**config.mk**
```make
export PLATFORM = sky130hd
export DESIGN_NAME = swmf_median
export DESIGN_NICKNAME = d
export VERILOG_FILES = /design/src/hw/rtl/swmf_pkg.sv /design/src/hw/rtl/swmf_median.sv
export SDC_FILE = /design/constraint.sdc
export NUM_CORES = 1
export LEC_CHECK = 0
export ABC_CLOCK_PERIOD_IN_PS = 13300
export BUFFER_PORTS_ARGS = -buffer_cell sky130_fd_sc_hd__buf_2
export CAP_MARGIN = 20
export CORE_AREA = 2 2 212 214
export DETAILED_ROUTE_END_ITERATION = 10
export DIE_AREA = 0 0 214 216
export SLEW_MARGIN = 20
export SYNTH_ARGS = -nofsm -noshare
export SYNTH_HDL_FRONTEND = slang
export SYNTH_SLANG_ARGS = --single-unit
```
**constraint.sdc**
```tcl
create_clock -name clk_i -period 13.3 [get_ports clk_i]
set_input_delay 2.66 -clock clk_i [delete_from_list [all_inputs] [get_ports clk_i]]
set_output_delay 2.66 -clock clk_i [all_outputs]
set_load 0.05 [all_outputs]
```
**src/hw/rtl/swmf_pkg.sv**
```systemverilog
// ----------------------------------------------------------------------------
// swmf_pkg: sliding window median filter package
// Payload types, cell control and fixed constants shared by the filter files.
// ----------------------------------------------------------------------------
package swmf_pkg;

  localparam int IN_W  = 32;
  localparam int OUT_W = 33;
  localparam int CFG_W = 5;

  localparam logic [CFG_W-1:0] RESET_WINDOW_SIZE = 5'd3;

  typedef struct packed {
    logic signed [IN_W-1:0] sample;
    logic                   first;
  } in_item_t;

  typedef logic signed [OUT_W-1:0] median_t;
  typedef logic [CFG_W-1:0]        cfg_t;

  // per-request control broadcast to the cell row
  typedef struct packed {
    logic upd;
    logic full;
  } cell_ctrl_t;

endpackage

```
**src/hw/rtl/swmf_median.sv**
```systemverilog
// ----------------------------------------------------------------------------
// swmf_median: middle pick and output register
// Selects the two middle slots of the window and registers their sum, which
// is twice the median for both odd and even window lengths.
// ----------------------------------------------------------------------------
module swmf_median import swmf_pkg::*; #(
  parameter int WINDOW_MAX = 16,
  parameter int SW         = 32,
  parameter int KW         = 5
) (
  input  logic                 clk_i,
  input  logic                 load_i,
  input  logic [KW-1:0]        k_i,
  input  logic signed [SW-1:0] vals_i [WINDOW_MAX],
  output median_t              median_o
);

  logic [KW-1:0]        lo_idx, hi_idx;
  logic signed [SW-1:0] lo_val, hi_val;
  logic signed [SW:0]   sum;
  median_t              median_q;

  assign lo_idx = (k_i - KW'(1)) >> 1;
  assign hi_idx = k_i >> 1;

  always_comb begin
    lo_val = '0;
    hi_val = '0;
    for (int i = 0; i < WINDOW_MAX; i++) begin
      if (lo_idx == KW'(i)) lo_val = lo_val | vals_i[i];
      if (hi_idx == KW'(i)) hi_val = hi_val | vals_i[i];
    end
  end

  assign sum = (SW+1)'(lo_val) + (SW+1)'(hi_val);

  always_ff @(posedge clk_i) begin
    if (load_i) begin
      median_q <= OUT_W'(sum);
    end
  end

  assign median_o = median_q;

endmodule

```
==> impl_results.md <==
* Max-Cap Viols at 0
* Cell row count at 77
* Maximum vdd ir drop at 55.6 µV
* CTS tree: built
* CTS Sinks at 33
* Post_cts resized at 0
* Port bufs at 551
* Switching power at 0.739 mW
* Lkg Pwr at 5.72 nW
* Crit path max fanout at 87
* Syn Inst Count at 1,362
* WL per Instance at 32.7 µm
* Fin nets at 2,380
* Clock period minus worst slack at 8.76 ns
* RSZ-0062 raised after global routing: false
* Drt pass-1 iters at 7
* Largest register FFs at 33
* Clock Pin Slew Worst Setup and Hold Paths at 0.06 ns
* Fraction of registers with async set/reset at 0%
* Antenna violations before repair at 27
* Total GRT Usage at 32.7%
* Critical path class: input pin to register
* Final period util at 65.8%
* Vias in the first global route at 15,582
* Commonest non-fill, non-tap cell in the layout: buf_2
* Synthesized cell area at 10,300 µm²
* Area growth, synth to finish at 34.6%
* Comb pwr share at 75.0%
* IO Pins at 552
* Post-CTS Hold Buffers at 0
* Hold WC Path Type: input pin to register
* Top cell type's share of synthesized area at 10.0%
* Startpoint types: input pin
* Synth cell types at 71
* CTS root buffer: clkbuf_16
* Post-route ant nets at 0
* Final setup vio count at 0
* Most frequent cells in the layout: 551 x buf_2, 167 x nand2_1, 137 x a22oi_1
* Final Max Tran Viols at 0
* Clock Path Buffers at 2
* Total clock buffers created by CTS at 5
* Switching Share at 54.9%
* Final GP Congestion at 0.967
* Final Util at 31.5%
* Syn nets at 1,915
* Reg power frac at 14.9%
* Syn. warnings at 0
* First-pass GRT wire length at 111,000 µm
* Clk pwr share at 10.2%
* H-tree levels at 2
* Initial DRC count at 2,018
* Critical path data required time at 13.33 ns
* Worst EP arrival at 8.79 ns
* Synth Register Bits at 33
* Slew headroom at 26.4%
* DRC Markers at 0
* Fin. Hold Viols at 0
* Post-synthesis area per instance at 7.54 µm²
* Synth area leaders: a22oi_1 10%, edfxtp_1 9.6%, a221oi_1 8.0%
* Setup tns final at 0 ns
* Cell Int Power at 0.608 mW
* Die Wd at 214 µm
* Vias at 15,646
* EDFF count, synth at 33
* WL final at 79,600 µm
* Pre-CTS setup slack at 4.29 ns
* Die area at 46,200 µm²
* Fmax at 114 MHz
* Vias per std cell at 6.43
* Crit. End Element: register
* CORE AREA at 43,800 µm²
* Placed Cells at 2,412
* Starting Density at 23.4%
* Die Ht at 216 µm
* HPWL after DPL at 59,500 µm
* Largest net degree at the start of global routing at 162
* Share of post-route cells with drive strength above 1 at 39.8%
* Yosys top cell by area: a22oi_1
* Post-route non-filler standard cell count at 2,433
* Worst-Margin Slew at 1.10 ns
* Power Dens Cells at 97.4 nW/µm²
* Total gr overflow at 0
* Post-CTS Setup Inserts at 0
* Status: finished, final reports clean
* Top FF cell, synth: edfxtp_1
* Sequential fraction of the synthesis area at 9.65%
* Setup WS post-layout at 4.54 ns
* Tot Pwr at 1.35 mW
==> synthesized netlist by cell type, types with 42 or more instances <==
master / number
o21ai_0: 79
clkbuf_1: 79
mux2_2: 64
a22oi_1: 137
nand2_1: 167
nand4_1: 65
a22o_1: 66
a221oi_1: 94
nand3_1: 50
a21oi_1: 75
nor2_1: 77
buf_2: 42
==> power groups by stage <==
stage	clock network (mW)	registers [mW]	logic (mW)
4_1_cts	0.139	0.200	0.995
2_1_floorplan	0	0.342	0.480
3_3_place_gp	0	0.203	0.987
3_5_place_dp	0	0.201	0.992
5_1_grt	0.143	0.203	1.07
6_report	0.137	0.200	1.01
==> critical path, stage by stage <==
cell       delay (ns)
buf_2            0.46
inv_1            0.28
ha_4             0.94
buf_4            0.71
nand2b_1         0.33
and2b_2          0.60
a22oi_1          0.33
nand4_1          0.14
ha_1             0.23
inv_1            0.10
fa_1             0.24
nor2b_1          0.08
o2111ai_1        0.33
a31oi_1          0.28
a211oi_1         0.67
a22oi_1          0.18
xor2_1           0.18
==> stage by stage <==
| stage | cell area (µm²) | hold WS, ns |
|---|---|---|
| finish | 13800 | 2.87 |
| CTS | 13800 | 2.85 |
| global placement | 13600 | 3.17 |
| detailed placement | 13600 | 3.15 |
| global route | 13800 | 2.86 |
| floorplan | 10300 | 2.77 |
==> path summary, 6_finish.rpt <==
| kind | to | slack (ns) | from | depth (start not counted) |
|---|---|---|---|---|
| setup / recovery | median_o[22] | 4.54 | k_i[1] | 17 |
| hold / removal | median_o[0] | 2.87 | vals_i[128] | 4 |
==> area by class of cell <==
class	count	area (µm²)
Clock buffer	6	129
Antenna cell	13	32.5
Tap cell	592	741
Fill cell	4809	30000
Sequential cell	33	991
Multi-Input combinational cell	1180	8760
Clock inverter	2	33.8
Timing Repair Buffer	592	3080
Inverter	15	56.3
==> routing by layer <==
layer,track usage [%],vias to the layer above,part of all wire [%]
li1,-,6519,-
met3,7.79,340,11
met5,0,-,0.25
met1,39.5,7402,37
met4,18.0,28,6.0
met2,53.5,1357,45
==> cells by family after synthesis <==
group           after synthesis  share of synthesized area, %
mux                         106                          15.1
fa+ha+maj                    34                          4.21
flops                        33                          9.65
compound gates              568                          40.8
xor+xnor                     30                          2.74
buf+inv                     149                          6.54
simple gates                442                          20.9
No activity file was read; power rests on OpenSTA's default activity.
