[config.mk]
export PLATFORM = sky130hd
export DESIGN_NAME = swmf_cell
export DESIGN_NICKNAME = d
export VERILOG_FILES = /design/src/hw/rtl/swmf_pkg.sv /design/src/hw/rtl/swmf_cell.sv
export SDC_FILE = /design/constraint.sdc
export NUM_CORES = 1
export LEC_CHECK = 0
export BUFFER_PORTS_ARGS = -buffer_cell sky130_fd_sc_hd__buf_2
export CORE_AREA = 2 2 95 97
export CTS_BUF_LIST = sky130_fd_sc_hd__clkbuf_2
export CTS_CLUSTER_SIZE = 30
export DETAILED_ROUTE_END_ITERATION = 12
export DIE_AREA = 0 0 97 99
export PLACE_DENSITY = 0.82
export SLEW_MARGIN = 20
export SYNTH_ARGS = -nofsm -noshare
export SYNTH_HDL_FRONTEND = slang
export SYNTH_SLANG_ARGS = --single-unit
export TNS_END_PERCENT = 1
[constraint.sdc]
create_clock -name clk_i -period 5.64 [get_ports clk_i]
set_clock_uncertainty 0.05 [all_clocks]
set_input_delay 0.846 -clock clk_i [delete_from_list [all_inputs] [get_ports clk_i]]
set_output_delay 0.846 -clock clk_i [all_outputs]
set_load 0.02 [all_outputs]
[src/hw/rtl/swmf_pkg.sv]
// ----------------------------------------------------------------------------
// swmf_pkg: sliding window median filter package
// Payload types, cell control and fixed constants shared by the filter files.
// ----------------------------------------------------------------------------
package swmf_pkg;

  localparam int IN_W  = 32;
  localparam int OUT_W = 33;
  localparam int CFG_W = 5;

  localparam logic [CFG_W-1:0] RESET_WINDOW_SIZE = 5'd3;

  typedef struct packed {
    logic signed [IN_W-1:0] sample;
    logic                   first;
  } in_item_t;

  typedef logic signed [OUT_W-1:0] median_t;
  typedef logic [CFG_W-1:0]        cfg_t;

  // per-request control broadcast to the cell row
  typedef struct packed {
    logic upd;
    logic full;
  } cell_ctrl_t;

endpackage

[src/hw/rtl/swmf_cell.sv]
// ----------------------------------------------------------------------------
// swmf_cell: one slot of the sorted window
// Holds one sample and its age. Per update the row drops the expired sample,
// closes the gap and opens a slot for the new sample in sorted position.
// ----------------------------------------------------------------------------
module swmf_cell import swmf_pkg::*; #(
  parameter int SW = 32,
  parameter int AW = 4
) (
  input  logic                 clk_i,
  input  cell_ctrl_t           ctrl_i,
  input  logic signed [SW-1:0] sample_i,
  input  logic [AW-1:0]        age_last_i,
  input  logic                 own_vld_i,
  input  logic                 right_vld_i,
  input  logic signed [SW-1:0] right_val_i,
  input  logic [AW-1:0]        right_age_i,
  input  logic                 del_seen_i,
  input  logic                 left_gt_i,
  input  logic signed [SW-1:0] left_rval_i,
  input  logic [AW-1:0]        left_rage_i,
  output logic signed [SW-1:0] val_o,
  output logic [AW-1:0]        age_o,
  output logic signed [SW-1:0] rval_o,
  output logic [AW-1:0]        rage_o,
  output logic                 gt_o,
  output logic                 del_seen_o
);

  logic signed [SW-1:0] val_q, val_d;
  logic [AW-1:0]        age_q, age_d;
  logic                 del, del_le, rvld;

  assign del        = ctrl_i.full && own_vld_i && (age_q == age_last_i);
  assign del_le     = del_seen_i || del;
  assign del_seen_o = del_le;

  // window with the expired sample removed
  assign rval_o = del_le ? right_val_i : val_q;
  assign rage_o = del_le ? right_age_i : age_q;
  assign rvld   = del_le ? right_vld_i : own_vld_i;
  assign gt_o   = !rvld || (rval_o > sample_i);

  always_comb begin
    if (!gt_o) begin
      val_d = rval_o;
      age_d = rage_o + AW'(1);
    end else if (left_gt_i) begin
      val_d = left_rval_i;
      age_d = left_rage_i + AW'(1);
    end else begin
      val_d = sample_i;
      age_d = '0;
    end
  end

  always_ff @(posedge clk_i) begin
    if (ctrl_i.upd) begin
      val_q <= val_d;
      age_q <= age_d;
    end
  end

  assign val_o = val_q;
  assign age_o = age_q;

endmodule

==> flow_summary.toml <==
[run_status]
status = "complete, no violations"

[power]
power_density_nw_per_um2 = 205
leakage_nw = 2.25
peakVddDrop_uv = 83.3
power_mw = 0.911

[sta]
drv_slew = 0
timing.final.crit_period_ns = 5.06
setup_tns_ns = 0
max_slew.worst_pin.slew_ns = 1.03
fmax_ghz = 0.198
rsz0062_at_grt = "no"
finalHoldViolCount = 0
setup_viol = 0
whs_ns = 0.712
fin_crit_sh_pct = 89.7
relSlewSlack_pct = 31.5

[global_routing]
grt.total_usage_pct = 18.2
grt_antenna_before_repair = 0
grt_max_degree = 68
grt_pass1_wl_mm = 14.6
grt-ovfl-total = 0
grt_pass1_vias = 3190

[placement]
place_hpwl_mm = 7.18
io_buffers = 188
gp_congestion = 0.821

[synthesis]
synth_top_family_by_area = "multiplexers"
syn_inst = 330
synth_area_um2 = 3360
synth_compound_area_share_pct = 10.4
synth_xor_area_share_pct = 2.34
synth_simple_gate_area_share_pct = 9.04
syn_avg_cell_area_um2 = 10.2
synth.distinct_cells = 31
synth_warnings = 0
synth-seq-area-share_pct = 32.1
synth_fa_ha_area_share_pct = 12.6
synth-seq-cells = 36
synthMuxAreaShare_pct = 27.1
async_reset_ff_share_pct = 0
syn_nets = 479
synth_edf_count = 36
ys.flop_type = "edfxtp_1"

[hold_path]
hp-class = "reg2reg"
hold_depth = 2
whs_endpoint = "val_o[24]$_DFFE_PP_"
hold_start = "val_o[24]$_DFFE_PP_"

[clock_network]
htree_levels = 2
cts_hold_buf = 0
root_buffer = "clkbuf_2"
path_clk_slew_ns = 0.18
numCtsBuffers = 5
clk_latency_ns = 0.38
clockBufferDepth = 2
cts_resized = 0
cts_setup_buffers = 0
clock-sinks = 36
cts_tree = "built"

[drt]
wirelength_mm = 9.04
drt_pass1_iterations = 4
via_per_inst = 5.03
avgRoutedWirePerCell_um = 14.5
num_vias = 3135
drc = 0
drt_iter0_drc = 112
postRouteAntennaNets = 0

[critical_path]
r2r_end = "val_o[31]$_DFFE_PP_"
arrival_ns = 4.17
crit_start = "age_last_i[3]"
cp-end-kind = "primary output"
critPathLaunchType = "input port"
reg2reg_depth = 13
worst_r2r_startpoint = "age_o[3]$_DFFE_PP_"
r2r_slack_ns = 1.06
worstSetupPathType = "in2out"
critPathMaxFanout = 26
cp.required_ns = 4.74

[floorplanning]
die-area_um2 = 9600
core_area_um2 = 8550
die_w_um = 97
die_h_um = 99
initial_utilization_pct = 39.3
io_pins = 189
rows = 34

[layout]
nNetsFinal = 663
finish.utilization_pct = 52.0
antenna_cells = 0
drive_gt1_share_pct = 51.8
area_delta_synth_final_pct = 32.1
fill_cells = 796

[job]
maxCapViolations = 0
[registers in the layout, summed over array words and instances, names as in the netlist]
| name | cells |
|---|---|
| val_o | 32 |
| age_o | 4 |
[cells by family (layout without fill, tap and decap cells)]
family | count (synthesis) | in the layout
fa+ha+maj | 34 | 34
flops | 36 | 36
mux | 74 | 74
buf+inv | 50 | 235
xor+xnor | 9 | 9
compound gates | 59 | 59
simple gates | 68 | 68
[cells in the mapped netlist, drive strengths merged, types with 3 or more instances]
master	count	share of area [%]
nand2	46	5.1
buf	6	1.4
mux2	66	25
nand4	4	0.74
mux2i	8	2.4
xor2	5	1.3
nand2b	3	0.56
xnor2	4	1.0
o21ai	37	5.5
a21oi	13	1.9
ha	34	13
edfxtp	36	32
inv	36	4.0
clkbuf	8	0.89
nand3	5	0.74
[where the power goes]
group          leakage, nW  internal [mW]  total [mW]  switching [mW]
Combinational         1.86          0.199       0.437           0.238
Clock               0.0306         0.0333       0.124          0.0911
Sequential           0.357          0.334       0.350          0.0158
[cells in the final DEF (no fill, tap or decap), types with 5 or more instances in the layout]
| master | instances |
|---|---|
| o21ai_0 | 37 |
| edfxtp_1 | 36 |
| a21oi_1 | 13 |
| nand3_1 | 5 |
| ha_1 | 34 |
| inv_1 | 36 |
| buf_2 | 188 |
| xor2_1 | 5 |
| mux2_4 | 24 |
| mux2i_1 | 8 |
| mux2_2 | 42 |
| clkbuf_2 | 7 |
| nand2_1 | 46 |
[metrics by stage]
stage | std cells | cell area, um^2 | worst slack [ns]
after global placement | 615 | 4400 | 0.541
after CTS | 623 | 4440 | 0.558
after floorplan | 330 | 3360 | 0.775
after detailed placement | 615 | 4400 | 0.544
final | 623 | 4440 | 0.579
after global routing | 623 | 4440 | 0.156
[worst max-delay path, stage by stage]
cell,delay (ns)
buf_2,0.10
xor2_1,0.15
nor3_1,0.44
a41oi_4,0.17
buf_4,0.26
mux2_2,0.34
ha_1,0.31
nand4_1,0.15
nor4_1,0.41
nand2_1,0.17
nor3_1,0.36
o32ai_4,0.12
inv_1,0.12
buf_2,0.19
[metal layers]
layer  wire [um]  global-route usage [%]  up-vias
met3         539                    3.83       14
met5           0                       0        -
met1        3690                    21.3     1449
met2        4660                    33.7      115
li1            -                       -     1557
met4         153                    5.09        0
[layout make-up]
| cell class | count | area, um^2 | area share (%) |
|---|---|---|---|
| Tap cell | 108 | 135 | 3.04 |
| Clock buffer | 7 | 35.0 | 0.789 |
| Sequential cell | 36 | 1080 | 24.3 |
| Inverter | 36 | 135 | 3.04 |
| Clock inverter | 1 | 3.75 | 0.0845 |
| Timing Repair Buffer | 191 | 963 | 21.7 |
| Multi-Input combinational cell | 244 | 2090 | 47.0 |
[worst max path at each step]
stage	end	depth (start not counted)
final	gt_o	14
after global routing	gt_o	13
after CTS	gt_o	14
after detailed placement	val_o[6]$_DFFE_PP_	14
after global placement	gt_o	14
after floorplan	gt_o	14
Power figures use the tool's default switching activity.
